### src/rtl/core/qenc_pkg.sv
`timescale 1ns / 1ps

package qenc_pkg;

	// event source codes
	localparam logic [1:0] MODE_LINE_A = 2'd0;
	localparam logic [1:0] MODE_LINE_B = 2'd1;
	localparam logic [1:0] MODE_SWITCH = 2'd2;

	// encoder line levels as {line_b, line_a}
	localparam logic [1:0] LEVELS_CW_ARM   = 2'b10;
	localparam logic [1:0] LEVELS_CCW_ARM  = 2'b01;
	localparam logic [1:0] LEVELS_BOTH_LOW = 2'b00;

	// debounce window length after reset, in ms
	localparam logic [15:0] DEBOUNCE_RESET = 16'd20;

	// step report codes
	typedef enum logic [1:0] {
		STEP_NONE = 2'd0,
		STEP_UP   = 2'd1,
		STEP_DOWN = 2'd2
	} step_t;

	// one pin event
	typedef struct packed {
		logic [1:0]  mode;
		logic        line_a;
		logic        line_b;
		logic        switch_level;
		logic [31:0] time_ms;
	} qenc_in_t;

	// one result
	typedef struct packed {
		logic signed [15:0] position_count;
		logic [1:0]         step_code;
		logic               press_seen;
		logic [15:0]        press_total;
	} qenc_out_t;

endpackage

### src/rtl/core/qenc_if.sv
`timescale 1ns / 1ps

// pin event channel
interface qenc_in_if import qenc_pkg::*; ();
	logic     valid;
	logic     ready;
	qenc_in_t data;

	modport source (output valid, output data, input ready);
	modport sink (input valid, input data, output ready);
endinterface

// result channel
interface qenc_out_if import qenc_pkg::*; ();
	logic      valid;
	logic      ready;
	qenc_out_t data;

	modport source (output valid, output data, input ready);
	modport sink (input valid, input data, output ready);
endinterface

### src/rtl/core/quadrature_encoder_with_key_debounce_top.sv
// path: an accepted event beat is held in the input register, and its result then in the result register
// throughput: one event per cycle unless the result stalls; a stalled result
// holds one event in the result register and up to one in the input register
// reset: arst_n clears both valid flags, the arm flags, the step and press
// counts and the debounce window, and loads debounce_ms with 20
`timescale 1ns / 1ps

module quadrature_encoder_with_key_debounce_top import qenc_pkg::*; #(
	parameter int COUNT_BITS = 16
) (
	input  logic        clk,
	input  logic        arst_n,
	input  logic        cfg_we,
	input  logic [15:0] cfg_wdata,
	qenc_in_if.sink     in_ch,
	qenc_out_if.source  out_ch
);

	localparam int PosW = (COUNT_BITS < 16) ? COUNT_BITS : 16;

	logic                  valid_s1;
	qenc_in_t              data_s1;
	logic                  out_valid_q;
	qenc_out_t             out_data_q;
	logic [15:0]           debounce_ms_q;
	logic                  cw_armed_q;
	logic                  ccw_armed_q;
	logic [COUNT_BITS-1:0] step_count_q;
	logic                  debounce_active_q;
	logic [31:0]           debounce_start_q;
	logic [15:0]           press_count_q;

	logic                  adv;
	logic                  load;
	logic [1:0]            levels;
	logic [31:0]           elapsed;
	logic                  cw_armed_d;
	logic                  ccw_armed_d;
	logic [COUNT_BITS-1:0] step_count_d;
	logic                  debounce_active_d;
	logic [31:0]           debounce_start_d;
	logic [15:0]           press_count_d;
	step_t                 step_d;
	logic                  press_d;

	// handshake
	assign adv         = !out_valid_q || out_ch.ready;
	assign load        = valid_s1 && adv;
	assign in_ch.ready = !valid_s1 || adv;
	assign out_ch.valid = out_valid_q;
	assign out_ch.data  = out_data_q;

	// configuration register
	always_ff @(posedge clk or negedge arst_n) begin
		if (!arst_n) begin
			debounce_ms_q <= DEBOUNCE_RESET;
		end else if (cfg_we) begin
			debounce_ms_q <= cfg_wdata;
		end
	end

	// input register
	always_ff @(posedge clk or negedge arst_n) begin
		if (!arst_n) begin
			valid_s1 <= 1'b0;
		end else if (in_ch.ready) begin
			valid_s1 <= in_ch.valid;
		end
	end

	always_ff @(posedge clk) begin
		if (in_ch.ready && in_ch.valid) begin
			data_s1 <= in_ch.data;
		end
	end

	// event decode and next state
	assign levels  = {data_s1.line_b, data_s1.line_a};
	assign elapsed = data_s1.time_ms - debounce_start_q;

	always_comb begin
		cw_armed_d        = cw_armed_q;
		ccw_armed_d       = ccw_armed_q;
		step_count_d      = step_count_q;
		debounce_active_d = debounce_active_q;
		debounce_start_d  = debounce_start_q;
		press_count_d     = press_count_q;
		step_d            = STEP_NONE;
		press_d           = 1'b0;
		unique case (data_s1.mode)
			MODE_LINE_A: begin
				if (!cw_armed_q && levels == LEVELS_CW_ARM) begin
					cw_armed_d = 1'b1;
				end
				if (ccw_armed_q && levels == LEVELS_BOTH_LOW) begin
					cw_armed_d   = 1'b0;
					ccw_armed_d  = 1'b0;
					step_count_d = step_count_q + 1'b1;
					step_d       = STEP_UP;
				end
			end
			MODE_LINE_B: begin
				if (!ccw_armed_q && levels == LEVELS_CCW_ARM) begin
					ccw_armed_d = 1'b1;
				end
				if (cw_armed_q && levels == LEVELS_BOTH_LOW) begin
					cw_armed_d   = 1'b0;
					ccw_armed_d  = 1'b0;
					step_count_d = step_count_q - 1'b1;
					step_d       = STEP_DOWN;
				end
			end
			MODE_SWITCH: begin
				if (!data_s1.switch_level && !debounce_active_q) begin
					debounce_active_d = 1'b1;
					debounce_start_d  = data_s1.time_ms;
				end else if (debounce_active_q && elapsed >= 32'(debounce_ms_q)) begin
					// window expired: close it, count only if still low
					if (!data_s1.switch_level) begin
						press_count_d = press_count_q + 1'b1;
						press_d       = 1'b1;
					end
					debounce_active_d = 1'b0;
				end
			end
			default: begin
			end
		endcase
	end

	// state update
	always_ff @(posedge clk or negedge arst_n) begin
		if (!arst_n) begin
			cw_armed_q        <= 1'b0;
			ccw_armed_q       <= 1'b0;
			step_count_q      <= '0;
			debounce_active_q <= 1'b0;
			debounce_start_q  <= '0;
			press_count_q     <= '0;
		end else if (load) begin
			cw_armed_q        <= cw_armed_d;
			ccw_armed_q       <= ccw_armed_d;
			step_count_q      <= step_count_d;
			debounce_active_q <= debounce_active_d;
			debounce_start_q  <= debounce_start_d;
			press_count_q     <= press_count_d;
		end
	end

	// result register
	always_ff @(posedge clk or negedge arst_n) begin
		if (!arst_n) begin
			out_valid_q <= 1'b0;
		end else if (adv) begin
			out_valid_q <= valid_s1;
		end
	end

	always_ff @(posedge clk) begin
		if (load) begin
			out_data_q.position_count <= signed'(16'(step_count_d[PosW-1:0]));
			out_data_q.step_code      <= step_d;
			out_data_q.press_seen     <= press_d;
			out_data_q.press_total    <= press_count_d;
		end
	end

`ifndef SYNTHESIS
	// an up step advances the count by one
	assert property (@(posedge clk) disable iff (!arst_n)
		load && step_d == STEP_UP |=>
		step_count_q == COUNT_BITS'($past(step_count_q) + 1'b1))
		else $error("up step did not increment the count");

	// a down step lowers the count by one
	assert property (@(posedge clk) disable iff (!arst_n)
		load && step_d == STEP_DOWN |=>
		step_count_q == COUNT_BITS'($past(step_count_q) - 1'b1))
		else $error("down step did not decrement the count");

	// any step disarms both directions
	assert property (@(posedge clk) disable iff (!arst_n)
		load && step_d != STEP_NONE |=> !cw_armed_q && !ccw_armed_q)
		else $error("arm flags survive a step");

	// a counted press closes the window and bumps the press count
	assert property (@(posedge clk) disable iff (!arst_n)
		load && press_d |=>
		!debounce_active_q && press_count_q == 16'($past(press_count_q) + 1'b1))
		else $error("press bookkeeping wrong");

	// a result that reports a step never reports a press
	assert property (@(posedge clk) disable iff (!arst_n)
		out_valid_q |-> !(out_data_q.press_seen && out_data_q.step_code != STEP_NONE))
		else $error("step and press in one beat");
`endif

endmodule

### src/flat_wrapper.sv
// flat-port wrapper written by rule: the top's interface ports become plain ports
module quadrature_encoder_with_key_debounce_top_flat import qenc_pkg::*;
#(
	parameter int COUNT_BITS = 16
)
  (clk, arst_n, cfg_we, cfg_wdata, in_ch_valid, in_ch_data, in_ch_ready, out_ch_valid, out_ch_data, out_ch_ready);
  qenc_in_if in_ch_i ();
  qenc_out_if out_ch_i ();
  input  logic clk;
  input  logic arst_n;
  input  logic cfg_we;
  input  logic [15:0] cfg_wdata;
  input wire logic [$bits(in_ch_i.valid)-1:0] in_ch_valid;
  input wire logic [$bits(in_ch_i.data)-1:0] in_ch_data;
  output wire logic [$bits(in_ch_i.ready)-1:0] in_ch_ready;
  output wire logic [$bits(out_ch_i.valid)-1:0] out_ch_valid;
  output wire logic [$bits(out_ch_i.data)-1:0] out_ch_data;
  input wire logic [$bits(out_ch_i.ready)-1:0] out_ch_ready;
  assign in_ch_i.valid = in_ch_valid;
  assign in_ch_i.data = in_ch_data;
  assign in_ch_ready = in_ch_i.ready;
  assign out_ch_valid = out_ch_i.valid;
  assign out_ch_data = out_ch_i.data;
  assign out_ch_i.ready = out_ch_ready;
  quadrature_encoder_with_key_debounce_top #(.COUNT_BITS(COUNT_BITS)) u_core (.clk(clk), .arst_n(arst_n), .cfg_we(cfg_we), .cfg_wdata(cfg_wdata), .in_ch(in_ch_i), .out_ch(out_ch_i));
endmodule
### config.mk
export PLATFORM = sky130hd
export DESIGN_NAME = quadrature_encoder_with_key_debounce_top_flat
export DESIGN_NICKNAME = d
export VERILOG_FILES = /design/src/rtl/core/qenc_pkg.sv /design/src/rtl/core/qenc_if.sv /design/src/rtl/core/quadrature_encoder_with_key_debounce_top.sv /design/src/flat_wrapper.sv
export SDC_FILE = /design/constraint.sdc
export NUM_CORES = 1
export LEC_CHECK = 0
export ABC_AREA = 1
export BUFFER_PORTS_ARGS = -buffer_cell sky130_fd_sc_hd__buf_2
export CAP_MARGIN = 20
export CORE_MARGIN = 2
export CORE_UTILIZATION = 54
export DETAILED_ROUTE_END_ITERATION = 10
export GPL_ROUTABILITY_DRIVEN = 1
export GPL_TIMING_DRIVEN = 0
export PLACE_DENSITY_LB_ADDON = 0.12
export RECOVER_POWER = 50
export SYNTH_ARGS = -nofsm -noshare
export SYNTH_HDL_FRONTEND = slang
export SYNTH_SLANG_ARGS = --single-unit
### constraint.sdc
create_clock -name clk -period 2.9 [get_ports clk]
set_input_delay 0.435 -clock clk [delete_from_list [all_inputs] [get_ports clk]]
set_output_delay 0.435 -clock clk [all_outputs]
set_load 0.01 [all_outputs]
Word level (Yosys, flattened, before mapping)
Index checks and enable logic that the tools add are counted.

Register bits after elaboration: 157. Latch bits: 0. RAM bits: 0. ROM bits: 0. Bits of input ports: 58. Output and inout port bits: 37. Word-level logic and storage cells: 79. Memories kept: 0.

Add/subtract/negate cells: 4. $mul: 0. Div/mod/pow operators: 0. Order comparisons: 1. Equal/unequal tests: 8. Shift operators: 0. Multiplexer cells: 21. Bitwise logic cells: 2. Reductions and logical operators: 25.

Operator list (number): two-way mux 16 bit (6); adder 16 x 1 -> 16 bit, second input constant (2); greater-or-equal comparator 32 x 16 -> 1 bit (1); one-hot mux 16 bit (2 select lines) (1); subtractor 32 bit (1); subtractor 16 x 1 -> 16 bit, second input constant (1); two-way mux 1 bit (10); logical AND 1 bit (8); AND reduction 4 bit (2); zero test 1 bit (6); inequality test 3 x 1 -> 1 bit, second input constant (2); AND reduction 3 bit (2); == test 2 x 1 -> 1 bit, second input constant (2); == test 2 bit, second input constant (2); zero test 2 bit (2); inequality test 2 x 1 -> 1 bit, second input constant (2); one-hot mux 1 bit (2 select lines) (2); one-hot mux 2 bit (2 select lines) (1); nonzero test 2 bit (2); OR reduction 3 bit (1); logical OR 1 bit (2); two-way mux 2 bit (1); inverter 1 bit (2).

Depth between registers and ports, before layout
Gate-level depths: netlist of the first run.

Depth after elaboration: 6. Depth in mapped cells: 28. Depth with buffers taken out: 28.

Least setup slack after synthesis of the first run
No wires, ideal clock.

Path type: reg2reg. Start: register u_core.debounce_start_q[0]. End: register u_core.out_data_q, in the netlist u_core.out_ch.data[4], data pin. Setup time: 0.255 ns. Arrival time: 2.927 ns. Required time: 2.645 ns. Path slack: -0.282 ns. Cell stages (with the launch flop): 26. Path buffers: 1. Clock period less this slack: 3.182 ns. Cells stage by stage: dfrtp_1 > ha_1 > fa_1 > inv_1 > nand2_1 > nand2_1 > nand3_1 > nand2_1 > nand2_1 > nand2_1 > xor2_1 > ha_1 > a21oi_1 > nor2_1 > a211oi_1 > nand2_1 > nor2_1 > nand2_1 > nor2_1 > nand3_1 > nor2_1 > nand2_2 > buf_6 > nand4_1 > nand2_1 > and2_1.

Longest elaborated chain between the ends: 6.

Ends and longest elaborated chain: from (decl) (RTL line quadrature_encoder_with_key_debounce_top.sv:30) `logic [31:0] debounce_start_q;`; from (signal assigned) (RTL line quadrature_encoder_with_key_debounce_top.sv:145) `debounce_start_q <= debounce_start_d;`; subtractor 32 bit (RTL line quadrature_encoder_with_key_debounce_top.sv:79) `assign elapsed = data_s1.time_ms - debounce_start_q;`; greater-or-equal comparator 32 x 16 -> 1 bit (RTL line quadrature_encoder_with_key_debounce_top.sv:117) `end else if (debounce_active_q && elapsed >= 32'(debounce_ms_q)) begin`; logical AND 1 bit (RTL line quadrature_encoder_with_key_debounce_top.sv:117); two-way mux 16 bit (RTL line quadrature_encoder_with_key_debounce_top.sv:117); two-way mux 16 bit (RTL line quadrature_encoder_with_key_debounce_top.sv:114) `if (!data_s1.switch_level && !debounce_active_q) begin`; two-way mux 16 bit (RTL line quadrature_encoder_with_key_debounce_top.sv:90) `unique case (data_s1.mode)`; named net u_core.press_count_d[4] (RTL line quadrature_encoder_with_key_debounce_top.sv:42) `logic [15:0] press_count_d;`; to (decl) (RTL line quadrature_encoder_with_key_debounce_top.sv:24) `qenc_out_t out_data_q;`.

The timed path passes the listed nets, and every way through them passes these cells. A chain may end at the register's enable or synchronous reset.

Worst setup path in the final report of the first run
Ends and elaborated chain as after synthesis.

==> results of run 1 <==
stage by stage:
| stage | worst slack, ns | TNS (ns) | total power [mW] |
|---|---|---|---|
| final | -0.671 | -19.32 | 11.0 |
| after global routing | -0.884 | -29.11 | 11.9 |
| after detailed placement | -0.695 | -19.56 | 7.77 |
| after floorplan | -0.195 | -2.10 | 6.60 |
| after global placement | -0.661 | -18.60 | 7.66 |
| after CTS | -0.523 | -14.80 | 10.6 |
placed cells by master (no fill, tap or decap), types with 35 or more instances in the layout:
| master | synthesis | layout |
|---|---|---|
| nor2_1 | 103 | 99 |
| buf_2 | 1 | 76 |
| nand2_2 | 8 | 35 |
| a21oi_1 | 57 | 55 |
| nand3_1 | 56 | 46 |
| o21ai_0 | 52 | 46 |
| inv_1 | 225 | 213 |
| edfxtp_1 | 72 | 72 |
| dfrtp_1 | 83 | 83 |
| nand2_1 | 356 | 320 |
| buf_4 | 0 | 45 |
metal layers:
| layer | GRT usage | vias up | part of all wire |
|---|---|---|---|
| met3 | 0.0438 | 31 | 0.042 |
| met2 | 0.396 | 194 | 0.46 |
| met4 | 0.0752 | 0 | 0.015 |
| met5 | 0 | - | 0 |
| li1 | - | 4142 | - |
| met1 | 0.353 | 3737 | 0.48 |
power by group:
group | switching [mW] | total (mW) | internal (mW)
Combinational | 3.26 | 5.49 | 2.23
Clock | 0.968 | 2.34 | 1.37
Sequential | 0.281 | 3.19 | 2.91
worst paths after layout:
path / from / end / slack [ns] / depth (start not counted)
setup / recovery: u_core.debounce_start_q[0]$_DFFE_PN0P_ / u_core.out_ch.data[4]$_DFFE_PP_ / -0.67 / 25
hold / removal: in_ch_data[10] / u_core.data_s1[10]$_DFFE_PP_ / 0.17 / 1
setup reg to reg: u_core.debounce_start_q[0]$_DFFE_PN0P_ / u_core.out_ch.data[4]$_DFFE_PP_ / -0.67 / 25
hold reg to reg: u_core.ccw_armed_q$_DFFE_PN0P_ / u_core.ccw_armed_q$_DFFE_PN0P_ / 0.51 / 2
max in group asynchronous: arst_n / u_core.debounce_start_q[29]$_DFFE_PN0P_ / 0.43 / 3
min in group asynchronous: arst_n / u_core.debounce_start_q[5]$_DFFE_PN0P_ / 0.82 / 2
what timing repair did:
item                                    CTS  global route
hold buffers                              1             0
pin swaps                                20            45
endpoints found under the hold margin    23             0
endpoints found under the setup margin   34            34
gates cloned                              0             0
buffers inserted                         28            20
gates resized for setup                  36            62
sequential cells by signal (all words and copies together) (netlist names), 16 cells and up:
name / flops
u_core.debounce_ms_q: 16
u_core.out_ch.data: 35
u_core.step_count_q: 16
u_core.press_count_q: 16
u_core.data_s1: 37
u_core.debounce_start_q: 32
cells by family after synthesis:
family / count (synthesis)
compound gates: 126
xor+xnor: 34
fa+ha+maj: 51
buf+inv: 246
flops: 157
mux: 2
simple gates: 588
area by class of cell:
cell class	count	area [µm²]
Fill cell	1409	5580
Multi-Input combinational cell	801	4580
Sequential cell	157	4290
Inverter	229	865
Timing Repair Buffer	144	836
Clock buffer	17	425
Tap cell	225	282
Clock inverter	15	185
Buffer	17	72.6
worst register-to-register path, stage by stage (launching register included):
cell and delay [ns]:
dfrtp_1 0.41, ha_4 0.18, fa_2 0.39, inv_2 0.10, nand2_1 0.07, nand2_2 0.07, nand3_2 0.07, nand2_2 0.09
nand2_1 0.07, nand2_2 0.07, xor2_1 0.08, ha_2 0.18, a21oi_2 0.12, nor2_1 0.05, a211oi_2 0.21, nand2_1 0.07
nor2_1 0.12, nand2_1 0.06, nor2_1 0.09, nand3_1 0.09, nor2_2 0.18, nand2_4 0.11, buf_6 0.16, nand4_1 0.07
nand2_1 0.08, and2_1 0.15
==> results.py, run 1 <==
metrics = {
    "cts": {
        "htree_levels": 4,
        "clkTransAtPathRegs_ns": 0.07,
        "clock-sinks": 157,
        "cts-buffers-inserted": 17,
        "cts_root_buf": "clkbuf_16",
        "clkLatencyLatePin_ns": 0.43,
        "cts_tree": "yes",
        "clock_path_buffers": 2,
    },
    "yosys": {
        "synth_compound_area_frac": 0.0718,
        "synth_top_family_by_area": "simple AND/OR/NAND/NOR gates",
        "synthesis.nets": 1313,
        "synth.area.mux_share": 0.00241,
        "yosysUniqueCellTypes": 42,
        "synth_area_mm2": 0.00934,
        "synth_common_cells": "nand2_1, inv_1, nor2_1",
        "synth.area.top_cells": "edfxtp_1, dfrtp_1, nand2_1",
        "avgSynthCellArea_um2": 7.76,
        "synth_ff_type": "dfrtp_1",
        "async_flop_share": 0.541,
        "synth_xor_area_frac": 0.0319,
        "synth.most_common_cell": "nand2_1",
        "synth_edf_count": 72,
        "ys_warn_count": 0,
        "synth_top_area_frac": 0.231,
        "yosys.area_share.simple": 0.266,
        "synth_seq_cells": 157,
        "synthAdderAreaFrac": 0.0691,
        "netlist_instances": 1204,
        "ys_seq_area_frac": 0.459,
        "yosysTopAreaCell": "edfxtp_1",
    },
    "routing": {
        "vias": 8104,
        "firstDrtPassIters": 5,
        "drt-wirelength-per-cell_um": 14.0,
        "viasPerCell": 5.05,
        "wl_um": 22500,
        "ant_nets": 0,
        "first_iter_violations": 537,
        "route.detailed.drc": 0,
    },
    "place": {
        "dp.cells": 1524,
        "dpl_cell_area_mm2": 0.0103,
        "gp_congestion": 0.941,
        "portBuffers": 94,
        "dp_hpwl_um": 16100,
    },
    "outcome": {
        "violations": "negative setup slack",
        "outcome": "finished with violations",
    },
    "worst_hold_path": {
        "hold_path_class": "in2reg",
    },
    "sta": {
        "layout_min_cycle_time_ns": 3.57,
        "fin_skew_ns": 0.00819,
        "hold_viol": 0,
        "fin_hold_ws_ns": 0.170,
        "relSlewSlack": 0.118,
        "final_max_slew_viol_count": 0,
        "rsz0062_at_grt": "yes",
        "finalCritPeriodShare": 1.23,
        "tightest_slew_ns": 1.32,
        "fin_ws_ns": -0.671,
        "fmax_mhz": 280,
        "setup_violations": 34,
    },
    "layout": {
        "final_util": 0.674,
        "fin_nets": 1476,
        "final_cells": 1605,
        "syn_to_final_growth_pct": 23.5,
        "drive_gt1_frac": 0.203,
        "final_area_mm2": 0.0115,
        "num_antenna_cells": 0,
    },
    "worst_setup_path": {
        "crit_family": "simple AND/OR/NAND/NOR gates",
        "required_ns": 3.09,
        "critPathMaxStageDelay_ns": 0.41,
        "path_max_fanout": 8,
        "critPathSlowestCell": "dfrtp_1",
        "worstSetupPathType": "reg2reg",
        "start_kind": "flop",
        "cp_common_cell": "nand2_1",
        "cp.arrival_ns": 3.76,
        "crit_path_end_kind": "flop",
        "crit_buf_inv": 2,
    },
    "grt": {
        "grt_util_all_layers": 0.250,
        "antenna_found_initial": 0,
        "first_global_vias": 7464,
        "grt_pass1_wl_um": 35800,
        "grt_overflow_total": 0,
        "grt_max_degree": 63,
    },
    "power_and_ir_drop": {
        "p_leak_nw": 5.86,
        "p_per_area_mw_per_mm2": 955,
        "peakVddDrop_mv": 0.578,
    },
    "floorplan": {
        "initial_core_util": 0.546,
        "rows": 48,
        "die_w_um": 136,
        "die_h_um": 136,
        "io_pins": 95,
        "die_area_mm2": 0.0184,
        "coreArea_mm2": 0.0171,
    },
    "job": {
        "max-cap-violations": 0,
    },
}
Power figures use the tool's default switching activity.
==> run 2, diff against run 1 <==
- GPL_TIMING_DRIVEN: 0 -> default
==> run 2 against run 1 <==
The run ends with max-capacitance violations, max-slew violations, negative setup slack left. Flip-flop and latch count unchanged. Global-route usage up 0.39 points. Clock power is essentially flat. Cell count up 2.7%. First-iteration DRC count down 4.7%.
==> results.py, run 2 (same netlist as run 1, synthesis figures left out) <==
metrics = {
    "place": {
        "portBuffers": 94,
        "gp_congestion": 0.904,
        "dpl_cell_area_mm2": 0.0108,
        "dp_hpwl_um": 16300,
        "dp.cells": 1591,
        "place_ws_ns": -0.630,
    },
    "power_and_ir_drop": {
        "p_leak_nw": 6.12,
        "finalPower_mw": 11.5,
        "p_per_area_mw_per_mm2": 969,
        "peakVddDrop_mv": 0.694,
    },
    "grt": {
        "grt_max_degree": 74,
        "first_global_vias": 7797,
        "antenna_found_initial": 0,
        "grt_pass1_wl_um": 36900,
        "grt_overflow_total": 0,
        "grt_util_all_layers": 0.254,
    },
    "cts": {
        "cts-buffers-inserted": 17,
        "cts_tree": "yes",
        "cts.hold.buffers_added": 0,
        "clock_path_buffers": 2,
        "clkLatencyLatePin_ns": 0.43,
        "clkTransAtPathRegs_ns": 0.07,
        "cts_root_buf": "clkbuf_16",
        "htree_levels": 4,
        "clock-sinks": 157,
    },
    "job": {
        "max-cap-violations": 1,
    },
    "layout": {
        "fin_nets": 1519,
        "layout_commonest_cell": "nand2_1",
        "fill_cells": 1391,
        "final_cell_mix": "nand2_1, inv_1, buf_4, nor2_1, dfrtp_1",
        "final_cells": 1648,
        "largest_register_ffs": 37,
        "largest_register": "u_core.data_s1",
        "num_antenna_cells": 0,
        "final_area_mm2": 0.0119,
        "syn_to_final_growth_pct": 27.5,
        "drive_gt1_frac": 0.246,
    },
    "routing": {
        "vias": 8231,
        "route.detailed.drc": 0,
        "drt-wirelength-per-cell_um": 13.6,
        "ant_nets": 0,
        "first_iter_violations": 512,
        "firstDrtPassIters": 5,
        "wl_um": 22500,
        "viasPerCell": 4.99,
    },
    "worst_setup_path": {
        "cp.arrival_ns": 3.70,
        "path_max_fanout": 8,
        "crit_path_end_kind": "flop",
        "required_ns": 3.08,
        "reg2reg_slack_ns": -0.61,
        "worstSetupPathType": "reg2reg",
        "r2r-start": "u_core.debounce_start_q[0]$_DFFE_PN0P_",
        "start_kind": "flop",
        "r2r_cells": 26,
        "r2r-end": "u_core.out_ch.data[5]$_DFFE_PP_",
    },
    "outcome": {
        "outcome": "finished with violations",
        "violations": "max-capacitance violations, max-slew violations, negative setup slack",
    },
    "worst_hold_path": {
        "hold_path_class": "in2reg",
        "hold_start": "in_ch_data[35]",
        "worst_hold_path.num_cells": 1,
        "hold_end": "u_core.data_s1[35]$_DFFE_PP_",
    },
    "sta": {
        "fin_setup_tns_ns": -17.27,
        "layout_min_cycle_time_ns": 3.51,
        "final_max_slew_viol_count": 48,
        "fmax_mhz": 285,
        "fin_ws_ns": -0.613,
        "finalCritPeriodShare": 1.21,
        "tightest_slew_ns": 2.72,
        "setup_violations": 34,
        "fin_skew_ns": 0.0112,
        "rsz0062_at_grt": "yes",
        "hold_viol": 0,
        "relSlewSlack": -0.814,
    },
    "floorplan": {
        "die_area_mm2": 0.0184,
        "die_w_um": 136,
        "initial_core_util": 0.546,
        "io_pins": 95,
        "die_h_um": 136,
        "coreArea_mm2": 0.0171,
        "rows": 48,
    },
}
-- run 2: cell types whose count changed in the layout (fill, tap and decap cells not counted), moves of 3 or more --
cell / before / now
buf_4: 45 / 102
inv_1: 213 / 205
nand2_2: 35 / 39
o21ai_0: 46 / 41
inv_2: 15 / 23
o21ai_2: 3 / 6
clkbuf_1: 34 / 20
clkinv_2: 3 / 0
nand2_1: 320 / 317
-- run 2: what timing repair did --
item	4_1_cts	5_1_grt
hold endpoints to repair	0	0
pin swaps	24	41
setup endpoints to repair	34	34
setup buffers	14	11
resized for setup	41	70
-- run 2: per-stage QoR --
step                      hold slack, ns  utilization
final                              0.176        0.696
after global routing               0.159        0.696
after CTS                         0.0515        0.681
after detailed placement           0.493        0.634
after global placement             0.476        0.634
after floorplan                    0.139            -
-- run 2: critical path, stage by stage, from the launching register on --
cell,delay (ns)
dfrtp_1,0.42
ha_4,0.19
fa_2,0.39
inv_2,0.09
nand2_1,0.06
nand2_2,0.07
nand3_2,0.07
nand2_2,0.09
nand2_2,0.06
nand2_2,0.06
xor2_1,0.07
ha_2,0.17
a21oi_2,0.12
nor2_1,0.06
a211oi_2,0.15
nand2_1,0.07
nor2_1,0.11
nand2_1,0.06
nor2_1,0.10
nand3_1,0.09
nor2_2,0.17
nand2_4,0.16
nand2_4,0.13
inv_4,0.04
nand2_1,0.05
nand2_1,0.06
and2_1,0.14
-- run 2: power breakdown --
group          total, mW  internal (mW)  switching (mW)
Sequential          3.20           2.91           0.289
Clock               2.32           1.34           0.979
Combinational       6.02           2.67            3.35
Total               11.5           6.92            4.62
-- run 2: per-layer routing --
layer / GRT usage / vias up / wire length (µm)
li1: - / 4212 / -
met1: 0.346 / 3790 / 10600
met2: 0.417 / 191 / 10600
met3: 0.0412 / 38 / 833
met4: 0.0804 / 0 / 439
met5: 0 / - / 0
-- run 2: worst max-delay path by stage --
stage                                      endpoint                                    from  slack, ns
floorplan           u_core.out_ch.data[4]$_DFFE_PP_             u_core.data_s1[2]$_DFFE_PP_      -0.20
global placement    u_core.out_ch.data[3]$_DFFE_PP_             u_core.data_s1[7]$_DFFE_PP_      -0.50
detailed placement  u_core.out_ch.data[5]$_DFFE_PP_            u_core.data_s1[12]$_DFFE_PP_      -0.63
CTS                 u_core.out_ch.data[8]$_DFFE_PP_             u_core.data_s1[8]$_DFFE_PP_      -0.49
global route        u_core.out_ch.data[5]$_DFFE_PP_             u_core.data_s1[6]$_DFFE_PP_      -0.87
finish              u_core.out_ch.data[5]$_DFFE_PP_  u_core.debounce_start_q[0]$_DFFE_PN0P_      -0.61
-- run 2: area by class of cell --
type / instances / area, µm² / area share
multi-input combinational: 801 / 4580 / 0.384
sequential: 157 / 4290 / 0.360
timing repair buffer: 204 / 1290 / 0.109
inverter: 229 / 862 / 0.0724
clock buffer: 20 / 457 / 0.0383
tap: 225 / 282 / 0.0236
clock inverter: 12 / 150 / 0.0126
==> run 3, diff against run 2 <==
- BUFFER_PORTS_ARGS: -buffer_cell sky130_fd_sc_hd__buf_2 -> -buffer_cell sky130_fd_sc_hd__buf_4
==> run 3 against run 2 <==
The run still ends with max-capacitance violations, max-slew violations, negative setup slack left. Flip-flop and latch count did not move. Wire length fell by 0.10%. Power fell by 2.4%. Clock skew fell by 0.0025 ns.
==> results.py, run 3 (same netlist as run 1, synthesis figures left out) <==
metrics = {
    "worst_setup_path": {
        "required_ns": 3.08,
        "r2r_cells": 24,
        "r2r-end": "u_core.out_ch.data[15]$_DFFE_PP_",
        "r2r-start": "u_core.data_s1[6]$_DFFE_PP_",
        "worstSetupPathType": "reg2reg",
        "crit_path_end_kind": "flop",
        "cp.arrival_ns": 3.64,
        "reg2reg_slack_ns": -0.56,
        "start_kind": "flop",
        "path_max_fanout": 4,
    },
    "sta": {
        "finalCritPeriodShare": 1.19,
        "relSlewSlack": -0.349,
        "setup_violations": 34,
        "fmax_mhz": 289,
        "fin_ws_ns": -0.558,
        "final_max_slew_viol_count": 37,
        "rsz0062_at_grt": "yes",
        "fin_setup_tns_ns": -16.00,
        "fin_skew_ns": 0.00876,
        "hold_viol": 0,
        "layout_min_cycle_time_ns": 3.46,
        "tightest_slew_ns": 2.02,
    },
    "grt": {
        "antenna_found_initial": 0,
        "grt_util_all_layers": 0.250,
        "grt_pass1_wl_um": 36100,
        "grt_max_degree": 38,
        "first_global_vias": 7599,
        "grt_overflow_total": 0,
    },
    "routing": {
        "drt-wirelength-per-cell_um": 13.7,
        "route.detailed.drc": 0,
        "first_iter_violations": 565,
        "viasPerCell": 4.97,
        "ant_nets": 0,
        "wl_um": 22500,
        "vias": 8173,
        "firstDrtPassIters": 5,
    },
    "power_and_ir_drop": {
        "p_per_area_mw_per_mm2": 945,
        "p_switching_mw": 4.59,
        "p_leak_nw": 6.08,
        "pwr-share-seq": 0.284,
        "p_int_mw": 6.67,
        "peakVddDrop_mv": 0.560,
        "comb_power_share": 0.537,
        "pwr-share-clk": 0.179,
        "switching_share": 0.408,
        "finalPower_mw": 11.3,
    },
    "layout": {
        "final_cells": 1643,
        "area.sequential_mm2": 0.00429,
        "fin_nets": 1514,
        "fill_cells": 1416,
        "drive_gt1_frac": 0.237,
        "layout_commonest_cell": "nand2_1",
        "multi_input_area_mm2": 0.00455,
        "largest_register": "u_core.data_s1",
        "final_cell_mix": "nand2_1, inv_1, buf_4, nor2_1, dfrtp_1",
        "num_antenna_cells": 0,
        "syn_to_final_growth_pct": 27.6,
        "largest_register_ffs": 37,
    },
    "floorplan": {
        "die_area_mm2": 0.0184,
        "io_pins": 95,
        "die_w_um": 136,
        "rows": 48,
        "coreArea_mm2": 0.0171,
        "die_h_um": 136,
        "initial_core_util": 0.546,
    },
    "worst_hold_path": {
        "hold_start": "in_ch_data[34]",
        "hold_path_class": "in2reg",
        "worst_hold_path.num_cells": 1,
        "hold_end": "u_core.data_s1[34]$_DFFE_PP_",
    },
    "cts": {
        "htree_levels": 4,
        "clock-sinks": 157,
        "clkTransAtPathRegs_ns": 0.07,
        "clock_path_buffers": 2,
        "cts_root_buf": "clkbuf_16",
        "cts_tree": "yes",
        "clkLatencyLatePin_ns": 0.43,
        "cts-buffers-inserted": 17,
    },
    "outcome": {
        "violations": "max-capacitance violations, max-slew violations, negative setup slack",
        "outcome": "finished with violations",
    },
    "place": {
        "portBuffers": 94,
        "gp_congestion": 0.911,
        "dp_hpwl_um": 16400,
        "place_ws_ns": -0.630,
        "dp.cells": 1589,
    },
    "job": {
        "max-cap-violations": 1,
    },
}
==> run 3: cell types whose count changed in the layout (fill, tap and decap cells not counted), sizes merged <==
cell         previous run  this run
buf                   184       141
bufinv                  2         0
clkbuf                 40        78
clkinv                  3         7
clkinvlp                2         1
dlygate4sd3             0         1
inv                   234       231
nand2                 364       365
==> run 3: worst max-delay path by stage <==
stage | to | slack [ns] | start
2_1_floorplan | u_core.out_ch.data[4]$_DFFE_PP_ | -0.20 | u_core.data_s1[2]$_DFFE_PP_
3_3_place_gp | u_core.out_ch.data[3]$_DFFE_PP_ | -0.48 | u_core.debounce_start_q[7]$_DFFE_PN0P_
3_5_place_dp | u_core.out_ch.data[5]$_DFFE_PP_ | -0.63 | u_core.data_s1[0]$_DFFE_PP_
4_1_cts | u_core.press_count_q[1]$_DFFE_PN0P_ | -0.52 | u_core.data_s1[6]$_DFFE_PP_
5_1_grt | u_core.press_count_q[1]$_DFFE_PN0P_ | -0.77 | u_core.data_s1[6]$_DFFE_PP_
6_report | u_core.out_ch.data[15]$_DFFE_PP_ | -0.56 | u_core.data_s1[6]$_DFFE_PP_
==> run 3: per-stage QoR <==
step / area [µm²] / hold WS, ns / utilization
3_3_place_gp: 11100 / 0.435 / 0.646
4_1_cts: 11700 / 0.164 / 0.685
5_1_grt: 11900 / 0.188 / 0.696
6_report: 11900 / 0.198 / 0.696
2_1_floorplan: 9500 / 0.139 / -
3_5_place_dp: 11100 / 0.433 / 0.646
==> run 3: metal layers <==
metal  global-route usage  share of wire  vias to the layer above
met5                    0              0                        -
met4               0.0868          0.018                        0
met3               0.0333          0.034                       35
met2                0.402           0.46                      175
met1                0.351           0.49                     3759
li1                     -              -                     4204
==> run 3: final cells by class <==
cell class | count | share of cell area
multi-input cells | 802 | 0.381
flip-flops and latches | 157 | 0.360
repair buffers | 198 | 0.119
inverters | 229 | 0.0723
clock buffers | 22 | 0.0373
well taps | 225 | 0.0236
clock inverters | 10 | 0.00598
==> run 3: power by group through the flow <==
stage	Clock (mW)	Combinational, mW	Sequential, mW
after global routing	2.16	6.79	3.26
after CTS	2.06	5.57	3.19
after detailed placement	0	5.36	3.22
final	2.02	6.05	3.20
after floorplan	0	3.38	3.22
after global placement	0	5.26	3.20
==> run 3: critical path, stage by stage, from the launching register on <==
cell and delay [ns]:
edfxtp_1 0.43, ha_4 0.31, nand2_2 0.05, nand2_2 0.09, nand2_2 0.08, nand2_2 0.07, nand2_2 0.06, nand2_2 0.09
inv_2 0.04, nand2_2 0.09, xor2_2 0.15, ha_1 0.27, a21oi_2 0.15, nor2_1 0.07, a211oi_2 0.14, nand2_1 0.07
nor2_1 0.09, nand2_1 0.06, nor2_1 0.08, nand3_1 0.12, nor2_4 0.19, nand2_1 0.16, nand4_1 0.11, nand2_1 0.07
and2_1 0.17
==> run 3: what timing repair did <==
| action | 4_1_cts | 5_1_grt |
|---|---|---|
| pin swaps | 13 | 26 |
| cloned | 1 | 0 |
| gates resized for setup | 27 | 69 |
| buffers inserted | 6 | 14 |
| hold buffers | 1 | 0 |
| endpoints found under the setup margin | 34 | 34 |
| hold endpoints to repair | 32 | 0 |
